==> src/hw/rtl/itrn_pkg.sv <==
// package with payload types, letter codes and the digit pattern function
package itrn_pkg;

   localparam int VALUE_W    = 13;
   localparam int SYMBOL_W   = 7;
   localparam int GROUP_CH   = 4;
   localparam int WORD_CH    = 15;
   localparam int CNT_W      = 3;
   localparam int IDX_W      = 4;

   localparam logic [11:0] VALUE_LIMIT = 12'd4000;

   localparam logic [SYMBOL_W-1:0] CHAR_NONE = 7'h00;
   localparam logic [SYMBOL_W-1:0] CHAR_I    = 7'h49;
   localparam logic [SYMBOL_W-1:0] CHAR_V    = 7'h56;
   localparam logic [SYMBOL_W-1:0] CHAR_X    = 7'h58;
   localparam logic [SYMBOL_W-1:0] CHAR_L    = 7'h4c;
   localparam logic [SYMBOL_W-1:0] CHAR_C    = 7'h43;
   localparam logic [SYMBOL_W-1:0] CHAR_D    = 7'h44;
   localparam logic [SYMBOL_W-1:0] CHAR_M    = 7'h4d;

   localparam logic [1:0] DEC_UNITS     = 2'd0;
   localparam logic [1:0] DEC_TENS      = 2'd1;
   localparam logic [1:0] DEC_HUNDREDS  = 2'd2;
   localparam logic [1:0] DEC_THOUSANDS = 2'd3;

   typedef struct packed {
      logic       err;
      logic       zero;
      logic [1:0] d3;
      logic [3:0] d2;
      logic [3:0] d1;
      logic [3:0] d0;
   } digits_type;

   typedef struct packed {
      logic [GROUP_CH-1:0][SYMBOL_W-1:0] ch;
      logic [CNT_W-1:0]                  cnt;
   } group_type;

   typedef struct packed {
      logic                err;
      logic                zero;
      group_type [3:0]     grp;
   } letters_type;

   typedef struct packed {
      logic                              err;
      logic                              zero;
      logic [WORD_CH-1:0][SYMBOL_W-1:0]  ch;
      logic [IDX_W-1:0]                  last_idx;
   } word_type;

   // letters of one decimal digit at one decade, most significant first
   function automatic group_type digit_pattern(input logic [3:0] digit,
                                               input logic [1:0] decade);
      group_type             g;
      logic [SYMBOL_W-1:0]   one;
      logic [SYMBOL_W-1:0]   five;
      logic [SYMBOL_W-1:0]   ten;
      case (decade)
         DEC_UNITS: begin
            one = CHAR_I; five = CHAR_V; ten = CHAR_X;
         end
         DEC_TENS: begin
            one = CHAR_X; five = CHAR_L; ten = CHAR_C;
         end
         DEC_HUNDREDS: begin
            one = CHAR_C; five = CHAR_D; ten = CHAR_M;
         end
         default: begin
            one = CHAR_M; five = CHAR_NONE; ten = CHAR_NONE;
         end
      endcase
      g.ch = '0;
      case (digit)
         4'd0: g.cnt = 3'd0;
         4'd1: begin g.cnt = 3'd1; g.ch[0] = one; end
         4'd2: begin g.cnt = 3'd2; g.ch[0] = one; g.ch[1] = one; end
         4'd3: begin
            g.cnt = 3'd3; g.ch[0] = one; g.ch[1] = one; g.ch[2] = one;
         end
         4'd4: begin g.cnt = 3'd2; g.ch[0] = one; g.ch[1] = five; end
         4'd5: begin g.cnt = 3'd1; g.ch[0] = five; end
         4'd6: begin g.cnt = 3'd2; g.ch[0] = five; g.ch[1] = one; end
         4'd7: begin
            g.cnt = 3'd3; g.ch[0] = five; g.ch[1] = one; g.ch[2] = one;
         end
         4'd8: begin
            g.cnt = 3'd4; g.ch[0] = five; g.ch[1] = one; g.ch[2] = one;
            g.ch[3] = one;
         end
         4'd9: begin g.cnt = 3'd2; g.ch[0] = one; g.ch[1] = ten; end
         default: g.cnt = 3'd0;
      endcase
      return g;
   endfunction

endpackage

==> src/hw/rtl/itrn_if.sv <==
// valid/ready channel interfaces for the request and response items
interface itrn_req_if;
   import itrn_pkg::*;
   logic                       valid;
   logic                       ready;
   logic signed [VALUE_W-1:0]  value;

   modport source (output valid, output value, input ready);
   modport sink   (input valid, input value, output ready);
endinterface

interface itrn_rsp_if;
   import itrn_pkg::*;
   logic                 valid;
   logic                 ready;
   logic [SYMBOL_W-1:0]  symbol;
   logic                 last;
   logic                 empty_res;
   logic                 range_error;

   modport source (output valid, output symbol, output last, output empty_res,
                   output range_error, input ready);
   modport sink   (input valid, input symbol, input last, input empty_res,
                   input range_error, output ready);
endinterface

==> src/hw/rtl/itrn_digits.sv <==
// three stage binary to decimal digit split with range check
module itrn_digits (
   input  logic                                clock,
   input  logic                                reset,
   input  logic                                in_valid,
   output logic                                in_ready,
   input  logic signed [itrn_pkg::VALUE_W-1:0] in_value,
   output logic                                out_valid,
   input  logic                                out_ready,
   output itrn_pkg::digits_type                out_digits
);
   import itrn_pkg::*;

   // stage 1: thousands
   logic        v1_ff;
   logic        err1_ff, err1_in;
   logic        zero1_ff, zero1_in;
   logic [1:0]  d3_1_ff, d3_1_in;
   logic [9:0]  rem1_ff, rem1_in;
   // stage 2: hundreds
   logic        v2_ff;
   logic        err2_ff, zero2_ff;
   logic [1:0]  d3_2_ff;
   logic [3:0]  d2_2_ff, d2_2_in;
   logic [6:0]  rem2_ff, rem2_in;
   // stage 3: tens and units
   logic        v3_ff;
   digits_type  dig3_ff, dig3_in;

   logic        en1, en2, en3;
   logic [11:0] mag;
   logic [11:0] sub1;
   logic [9:0]  sub2;
   logic [14:0] prod;
   logic [3:0]  tens;
   logic [6:0]  tens_x10;

   assign en3      = !v3_ff || out_ready;
   assign en2      = !v2_ff || en3;
   assign en1      = !v1_ff || en2;
   assign in_ready = en1;

   always_comb begin
      mag      = in_value[11:0];
      err1_in  = in_value[VALUE_W-1] || (mag >= VALUE_LIMIT);
      zero1_in = (in_value == '0);
      if (mag >= 12'd3000) begin
         d3_1_in = 2'd3; sub1 = 12'd3000;
      end else if (mag >= 12'd2000) begin
         d3_1_in = 2'd2; sub1 = 12'd2000;
      end else if (mag >= 12'd1000) begin
         d3_1_in = 2'd1; sub1 = 12'd1000;
      end else begin
         d3_1_in = 2'd0; sub1 = 12'd0;
      end
      rem1_in = 10'(mag - sub1);
   end

   // hundreds: independent compares against each multiple of one hundred
   always_comb begin
      d2_2_in = 4'd0;
      for (int h = 1; h < 10; h++) begin
         if (rem1_ff >= 10'(h * 100)) d2_2_in = 4'(h);
      end
      sub2    = 10'(d2_2_in) * 10'd100;
      rem2_in = 7'(rem1_ff - sub2);
   end

   // tens by reciprocal multiply, exact for every 7 bit remainder
   always_comb begin
      prod             = 15'(rem2_ff) * 15'd205;
      tens             = prod[14:11];
      tens_x10         = 7'(tens) * 7'd10;
      dig3_in.err      = err2_ff;
      dig3_in.zero     = zero2_ff;
      dig3_in.d3       = d3_2_ff;
      dig3_in.d2       = d2_2_ff;
      dig3_in.d1       = tens;
      dig3_in.d0       = 4'(rem2_ff - tens_x10);
   end

   always_ff @(posedge clock) begin
      if (reset) begin
         v1_ff <= 1'b0;
         v2_ff <= 1'b0;
         v3_ff <= 1'b0;
      end else begin
         if (en1) v1_ff <= in_valid;
         if (en2) v2_ff <= v1_ff;
         if (en3) v3_ff <= v2_ff;
      end
   end

   always_ff @(posedge clock) begin
      if (en1) begin
         err1_ff  <= err1_in;
         zero1_ff <= zero1_in;
         d3_1_ff  <= d3_1_in;
         rem1_ff  <= rem1_in;
      end
      if (en2) begin
         err2_ff  <= err1_ff;
         zero2_ff <= zero1_ff;
         d3_2_ff  <= d3_1_ff;
         d2_2_ff  <= d2_2_in;
         rem2_ff  <= rem2_in;
      end
      if (en3) dig3_ff <= dig3_in;
   end

   assign out_valid  = v3_ff;
   assign out_digits = dig3_ff;

endmodule

==> src/hw/rtl/itrn_letters.sv <==
// two stage digit pattern lookup and packing into one letter word
module itrn_letters (
   input  logic                 clock,
   input  logic                 reset,
   input  logic                 in_valid,
   output logic                 in_ready,
   input  itrn_pkg::digits_type in_digits,
   output logic                 out_valid,
   input  logic                 out_ready,
   output itrn_pkg::word_type   out_word
);
   import itrn_pkg::*;

   logic        va_ff, vb_ff;
   logic        ena, enb;
   letters_type let_ff, let_in;
   word_type    word_ff, word_in;

   logic [IDX_W-1:0] o1, o2, o3, total;
   logic [IDX_W-1:0] pos;
   logic [IDX_W-1:0] diff;

   assign enb      = !vb_ff || out_ready;
   assign ena      = !va_ff || enb;
   assign in_ready = ena;

   always_comb begin
      let_in.err    = in_digits.err;
      let_in.zero   = in_digits.zero;
      let_in.grp[3] = digit_pattern({2'b00, in_digits.d3}, DEC_THOUSANDS);
      let_in.grp[2] = digit_pattern(in_digits.d2, DEC_HUNDREDS);
      let_in.grp[1] = digit_pattern(in_digits.d1, DEC_TENS);
      let_in.grp[0] = digit_pattern(in_digits.d0, DEC_UNITS);
   end

   // thousands letters first, then hundreds, tens, units
   always_comb begin
      o1    = IDX_W'(let_ff.grp[3].cnt);
      o2    = o1 + IDX_W'(let_ff.grp[2].cnt);
      o3    = o2 + IDX_W'(let_ff.grp[1].cnt);
      total = o3 + IDX_W'(let_ff.grp[0].cnt);
      word_in.err  = let_ff.err;
      word_in.zero = let_ff.zero;
      word_in.ch   = '0;
      diff         = '0;
      for (int p = 0; p < WORD_CH; p++) begin
         pos = IDX_W'(p);
         if (pos < o1) begin
            word_in.ch[p] = let_ff.grp[3].ch[pos[1:0]];
         end else if (pos < o2) begin
            diff          = pos - o1;
            word_in.ch[p] = let_ff.grp[2].ch[diff[1:0]];
         end else if (pos < o3) begin
            diff          = pos - o2;
            word_in.ch[p] = let_ff.grp[1].ch[diff[1:0]];
         end else if (pos < total) begin
            diff          = pos - o3;
            word_in.ch[p] = let_ff.grp[0].ch[diff[1:0]];
         end
      end
      if (let_ff.err || let_ff.zero) begin
         word_in.ch       = '0;
         word_in.last_idx = '0;
      end else begin
         word_in.last_idx = total - 4'd1;
      end
   end

   always_ff @(posedge clock) begin
      if (reset) begin
         va_ff <= 1'b0;
         vb_ff <= 1'b0;
      end else begin
         if (ena) va_ff <= in_valid;
         if (enb) vb_ff <= va_ff;
      end
   end

   always_ff @(posedge clock) begin
      if (ena) let_ff  <= let_in;
      if (enb) word_ff <= word_in;
   end

   assign out_valid = vb_ff;
   assign out_word  = word_ff;

endmodule

==> src/hw/rtl/itrn_serial.sv <==
// output stage that sends one letter per response item
module itrn_serial (
   input  logic               clock,
   input  logic               reset,
   input  logic               in_valid,
   output logic               in_ready,
   input  itrn_pkg::word_type in_word,
   itrn_rsp_if.source         rsp_chan
);
   import itrn_pkg::*;

   logic             busy_ff, busy_in;
   logic [IDX_W-1:0] idx_ff, idx_in;
   word_type         word_ff;
   logic             at_last;
   logic             load;

   assign at_last  = (idx_ff == word_ff.last_idx);
   assign in_ready = !busy_ff || (rsp_chan.ready && at_last);
   assign load     = in_valid && in_ready;

   always_comb begin
      busy_in = busy_ff;
      idx_in  = idx_ff;
      if (load) begin
         busy_in = 1'b1;
         idx_in  = '0;
      end else if (busy_ff && rsp_chan.ready) begin
         if (at_last) busy_in = 1'b0;
         else idx_in = idx_ff + 4'd1;
      end
   end

   always_ff @(posedge clock) begin
      if (reset) begin
         busy_ff <= 1'b0;
         idx_ff  <= '0;
      end else begin
         busy_ff <= busy_in;
         idx_ff  <= idx_in;
      end
   end

   always_ff @(posedge clock) begin
      if (load) word_ff <= in_word;
   end

   assign rsp_chan.valid       = busy_ff;
   assign rsp_chan.symbol      = word_ff.ch[idx_ff];
   assign rsp_chan.last        = at_last;
   assign rsp_chan.empty_res   = word_ff.zero && !word_ff.err;
   assign rsp_chan.range_error = word_ff.err;

endmodule

==> src/hw/rtl/integer_to_roman_numeral.sv <==
// integer to roman numeral converter, top level
//
// req_chan carries one signed 13 bit value per item; rsp_chan returns the
// roman numeral one ascii letter per item, thousands first, with last set on
// the final letter of each value
// zero gives a single item with empty_res set, a negative value or one of
// 4000 and above gives a single item with range_error set, both with symbol 0
// the first letter of an item appears once it has passed the three digit
// stages, the two letter stages and the serializer load
// throughput: the serializer sends one letter per cycle while rsp_chan.ready
// is high, and a numeral has 1 to 15 letters (3888 is the longest); the
// serializer loads the next word in the same cycle its last letter is taken,
// so words go out back to back
// the five pipeline stages keep taking items until they fill up behind a
// busy serializer; when the receiver drops rsp_chan.ready each full stage
// with no room ahead holds its item and nothing is lost or sent twice
// synchronous active high reset clears all valid bits and the serializer
module integer_to_roman_numeral (
   input  logic       clock,
   input  logic       reset,
   itrn_req_if.sink   req_chan,
   itrn_rsp_if.source rsp_chan
);
   import itrn_pkg::*;

   // digit split to pattern stage
   logic       dig_valid;
   logic       dig_ready;
   digits_type dig_data;

   // pattern stage to serializer
   logic       word_valid;
   logic       word_ready;
   word_type   word_data;

   itrn_digits u_digits (
      .clock      (clock),
      .reset      (reset),
      .in_valid   (req_chan.valid),
      .in_ready   (req_chan.ready),
      .in_value   (req_chan.value),
      .out_valid  (dig_valid),
      .out_ready  (dig_ready),
      .out_digits (dig_data)
   );

   itrn_letters u_letters (
      .clock     (clock),
      .reset     (reset),
      .in_valid  (dig_valid),
      .in_ready  (dig_ready),
      .in_digits (dig_data),
      .out_valid (word_valid),
      .out_ready (word_ready),
      .out_word  (word_data)
   );

   // one letter per response item
   itrn_serial u_serial (
      .clock    (clock),
      .reset    (reset),
      .in_valid (word_valid),
      .in_ready (word_ready),
      .in_word  (word_data),
      .rsp_chan (rsp_chan)
   );

endmodule

==> src/flat_wrapper.sv <==
// flat-port wrapper written by rule: the top's interface ports become plain ports
module integer_to_roman_numeral_flat import itrn_pkg::*;
  (clock, reset, req_chan_valid, req_chan_value, req_chan_ready, rsp_chan_valid, rsp_chan_symbol, rsp_chan_last, rsp_chan_empty_res, rsp_chan_range_error, rsp_chan_ready);
  itrn_req_if req_chan_i ();
  itrn_rsp_if rsp_chan_i ();
  input  logic clock;
  input  logic reset;
  input wire logic [$bits(req_chan_i.valid)-1:0] req_chan_valid;
  input wire logic [$bits(req_chan_i.value)-1:0] req_chan_value;
  output wire logic [$bits(req_chan_i.ready)-1:0] req_chan_ready;
  output wire logic [$bits(rsp_chan_i.valid)-1:0] rsp_chan_valid;
  output wire logic [$bits(rsp_chan_i.symbol)-1:0] rsp_chan_symbol;
  output wire logic [$bits(rsp_chan_i.last)-1:0] rsp_chan_last;
  output wire logic [$bits(rsp_chan_i.empty_res)-1:0] rsp_chan_empty_res;
  output wire logic [$bits(rsp_chan_i.range_error)-1:0] rsp_chan_range_error;
  input wire logic [$bits(rsp_chan_i.ready)-1:0] rsp_chan_ready;
  assign req_chan_i.valid = req_chan_valid;
  assign req_chan_i.value = req_chan_value;
  assign req_chan_ready = req_chan_i.ready;
  assign rsp_chan_valid = rsp_chan_i.valid;
  assign rsp_chan_symbol = rsp_chan_i.symbol;
  assign rsp_chan_last = rsp_chan_i.last;
  assign rsp_chan_empty_res = rsp_chan_i.empty_res;
  assign rsp_chan_range_error = rsp_chan_i.range_error;
  assign rsp_chan_i.ready = rsp_chan_ready;
  integer_to_roman_numeral u_core (.clock(clock), .reset(reset), .req_chan(req_chan_i), .rsp_chan(rsp_chan_i));
endmodule
==> config.mk <==
export PLATFORM = sky130hd
export DESIGN_NAME = integer_to_roman_numeral_flat
export DESIGN_NICKNAME = d
export VERILOG_FILES = /design/src/hw/rtl/itrn_pkg.sv /design/src/hw/rtl/itrn_if.sv /design/src/hw/rtl/itrn_digits.sv /design/src/hw/rtl/itrn_letters.sv /design/src/hw/rtl/itrn_serial.sv /design/src/hw/rtl/integer_to_roman_numeral.sv /design/src/flat_wrapper.sv
export SDC_FILE = /design/constraint.sdc
export NUM_CORES = 1
export LEC_CHECK = 0
export ABC_AREA = 1
export BUFFER_PORTS_ARGS = -buffer_cell sky130_fd_sc_hd__buf_2
export CAP_MARGIN = 20
export CORE_AREA = 2 2 239 241
export DETAILED_ROUTE_END_ITERATION = 8
export DIE_AREA = 0 0 241 243
export PLACE_DENSITY = 0.47
export SYNTH_ARGS = -nofsm -noshare
export SYNTH_HDL_FRONTEND = slang
export SYNTH_SLANG_ARGS = --single-unit
==> constraint.sdc <==
create_clock -name clock -period 4.15 [get_ports clock]
set_input_delay 0.2075 -clock clock [delete_from_list [all_inputs] [get_ports clock]]
set_output_delay 0.2075 -clock clock [all_outputs]
set_load 0.03 [all_outputs]
==> results.cfg <==
[logic_synthesis]
synth-edff-count = 282
synth_warnings = 0
synth.distinct_cells = 53
syn-cell-area_mm2 = 0.0156
async_reset_ff_share_pct = 0
synth_top_area_cell = edfxtp_1
syn_area_per_cell_um2 = 9.88
netlist_top_cells_area = edfxtp_1 (54%), nand2_1 (6.8%), o21ai_0 (5.4%)
synth_cells = 1578
synth_top_cell_area_share_pct = 54.3
syn_nets = 1674
synthFlopType = edfxtp_1
ys_seq_area_share_pct = 55.6
ys_seq_elements = 292

[finish]
drive_above_1_share_pct = 12.7
area_delta_synth_final_pct = 15.8
diodes = 0
final_cells = 2430
finalNetCount = 1745
layout_commonest_cell = nand2_1
fill_cells = 5829
layout_common_cells = nand2_1 (283), edfxtp_1 (282), inv_1 (178), o21ai_0 (168), a21oi_1 (120)
register_area_mm2 = 0.00867
multi_input_area_mm2 = 0.00612

[grt]
grt_pass1_vias = 10800
grt_start_max_net_pins = 74
grt_util_all_layers_pct = 15.1
grt_pass1_wl_um = 66600
grt_overflow = 0
antenna_found_initial = 0

[critical_path]
rrSetupSlack_ns = 0.11
worstSetupStartpointType = register
cp.required_ns = 4.48
crit_arrival_ns = 4.36
worst_setup_path_end_kind = register
worstRegToRegCells = 19
critPathMaxFanout = 3
r2r-end = u_core.u_digits.out_digits[3]
critPathKind = register to register
reg2reg_from = u_core.u_digits.rem2_ff[4]

[clock_tree]
clkSinkCount = 292
root_buffer = clkbuf_16
clock_latency_ns = 0.58
clockBufferDepth = 3
clk_pin_slew_worst_paths_ns = 0.06
cts-htree-levels = 1
cts_tree = built
cts_buffers = 31

[placement]
placedCellCount = 2362
io_buffer_count = 27
dp_hpwl_um = 34600
place_congestion = 0.903

[sta]
setup_viol = 0
timing.final.crit_share_pct = 97.3
fmax_mhz = 248
rsz0062_at_grt = yes
tightest_slew_ns = 0.907
drv_slew = 0
maxSlewHeadroom_pct = 37.8
hold_violations = 0
finClkSkew_ns = 0.0126
fin_crit_ns = 4.04

[die]
start_util_pct = 27.9
die_area_mm2 = 0.0586
placementRows = 87
pin_count = 29
die_w_um = 241
dieHeight_um = 243
coreArea_mm2 = 0.0560

[drt]
route.detailed.drc = 0
topRoutingLayerUsed = met4
wl_met1_um = 19900
wl_met3_um = 2150
detail_route.wl_per_cell_um = 18.3
dr.pass1.iters = 5
routed-wl-met2_um = 20900
drt_iter0_markers = 1071
wl_um = 44400
vias = 11400
drtAntennaViolNets = 0
viasPerCell = 4.67

[job]
maxCapViolations = 0

[status]
status = finished, final reports clean

[min_path]
hold_class = primary input to register
holdPathEnd = u_core.u_digits.rem1_ff[9]
min-delay-start = req_chan_value[9]
whs_path_depth = 3
[per-stage QoR]
step / hold WS (ns) / setup TNS [ns] / util [%] / setup WS, ns / instance area, um^2
after floorplan: 0.277 / 0 / - / 0.190 / 15600
after global placement: 0.401 / -0.0149 / 30.1 / -0.0149 / 16800
after detailed placement: 0.405 / -0.0464 / 30.1 / -0.0464 / 16800
after CTS: 0.0215 / 0 / 32.1 / 0.0126 / 17900
after global routing: 0.0473 / -0.0770 / 32.3 / -0.0770 / 18100
final: 0.0455 / 0 / 32.3 / 0.112 / 18100
[flip-flops by register name, indices dropped and copies added (netlist names), 2 cells and up]
name and count:
u_core.u_letters.out_word 96, u_core.u_digits.d3_1_ff 2, u_core.u_serial.idx_ff 4, u_core.u_letters.let_ff 45
u_core.u_digits.d3_2_ff 2, u_core.u_digits.rem2_ff 7, u_core.u_digits.rem1_ff 10, u_core.u_digits.d2_2_ff 4
u_core.u_serial.word_ff 95, u_core.u_digits.out_digits 16
[metal layers]
layer | vias up | global-route usage (%)
met1 | 5327 | 20.6
met3 | 67 | 2.39
met2 | 319 | 24.6
met4 | 0 | 4.68
met5 | - | 0
li1 | 5638 | -
[cells by family after synthesis]
logic type,share of synthesized area [%]
fa+ha+maj,7.01
xor+xnor,0.899
flops,55.6
buf+inv,6.02
mux,0.257
other cells,0.0241
simple gates,16.7
compound gates,13.5
[worst max-delay path by stage]
stage,startpoint,end,slack (ns),depth (start not counted)
6_report,u_core.u_digits.rem2_ff[4],u_core.u_digits.out_digits[3],0.11,19
3_3_place_gp,u_core.u_digits.rem2_ff[4],u_core.u_digits.out_digits[3],-0.01,18
3_5_place_dp,u_core.u_digits.rem2_ff[4],u_core.u_digits.out_digits[3],-0.05,18
2_1_floorplan,u_core.u_digits.rem2_ff[4],u_core.u_digits.out_digits[3],0.19,18
4_1_cts,u_core.u_digits.rem2_ff[4],u_core.u_digits.out_digits[3],0.01,19
5_1_grt,u_core.u_digits.rem2_ff[6],u_core.u_digits.out_digits[3],-0.08,19
[synth_stat cells, types with 13 or more instances]
cell type  number
o211ai_1       13
nand2_1       284
nor3_1         22
fa_1           14
edfxtp_1      282
a21oi_1       123
a31oi_1        21
xor2_1         14
nand3_1        76
inv_1         179
o21ai_0       169
ha_1           65
clkbuf_1       21
inv_2          16
nor2_1        115
[worst max-delay path: stages (launching register included)]
cell      delay [ns]
edfxtp_1        0.48
ha_4            0.32
fa_1            0.42
ha_1            0.29
inv_1           0.05
fa_1            0.50
inv_1           0.04
ha_1            0.30
nand2_1         0.07
nand2_1         0.04
nand2_1         0.05
nand2_1         0.06
o21bai_1        0.16
nand4_1         0.07
nand2_1         0.06
xor2_1          0.17
fa_2            0.36
nand3b_1        0.19
nand3_1         0.09
nand2_1         0.06
[layout make-up]
class,instances,area share (%)
clock buffer,37,4.42
clock inverter,21,1.22
timing repair buffer,76,3.05
inverter,200,4.19
multi-input combinational,1048,33.9
sequential,292,48.0
tap,756,5.24
[timing repair]
action / 4_1_cts / 5_1_grt
gates resized for setup: 1 / 17
setup buffers: 0 / 1
hold buffers: 9 / 0
hold endpoints to repair: 11 / 0
pin swaps: 0 / 4
setup endpoints to repair: 1 / 12
Power is left out: the tool's default activity adds up to more than one toggle a clock period on the data nets, which glitch-free logic cannot reach.
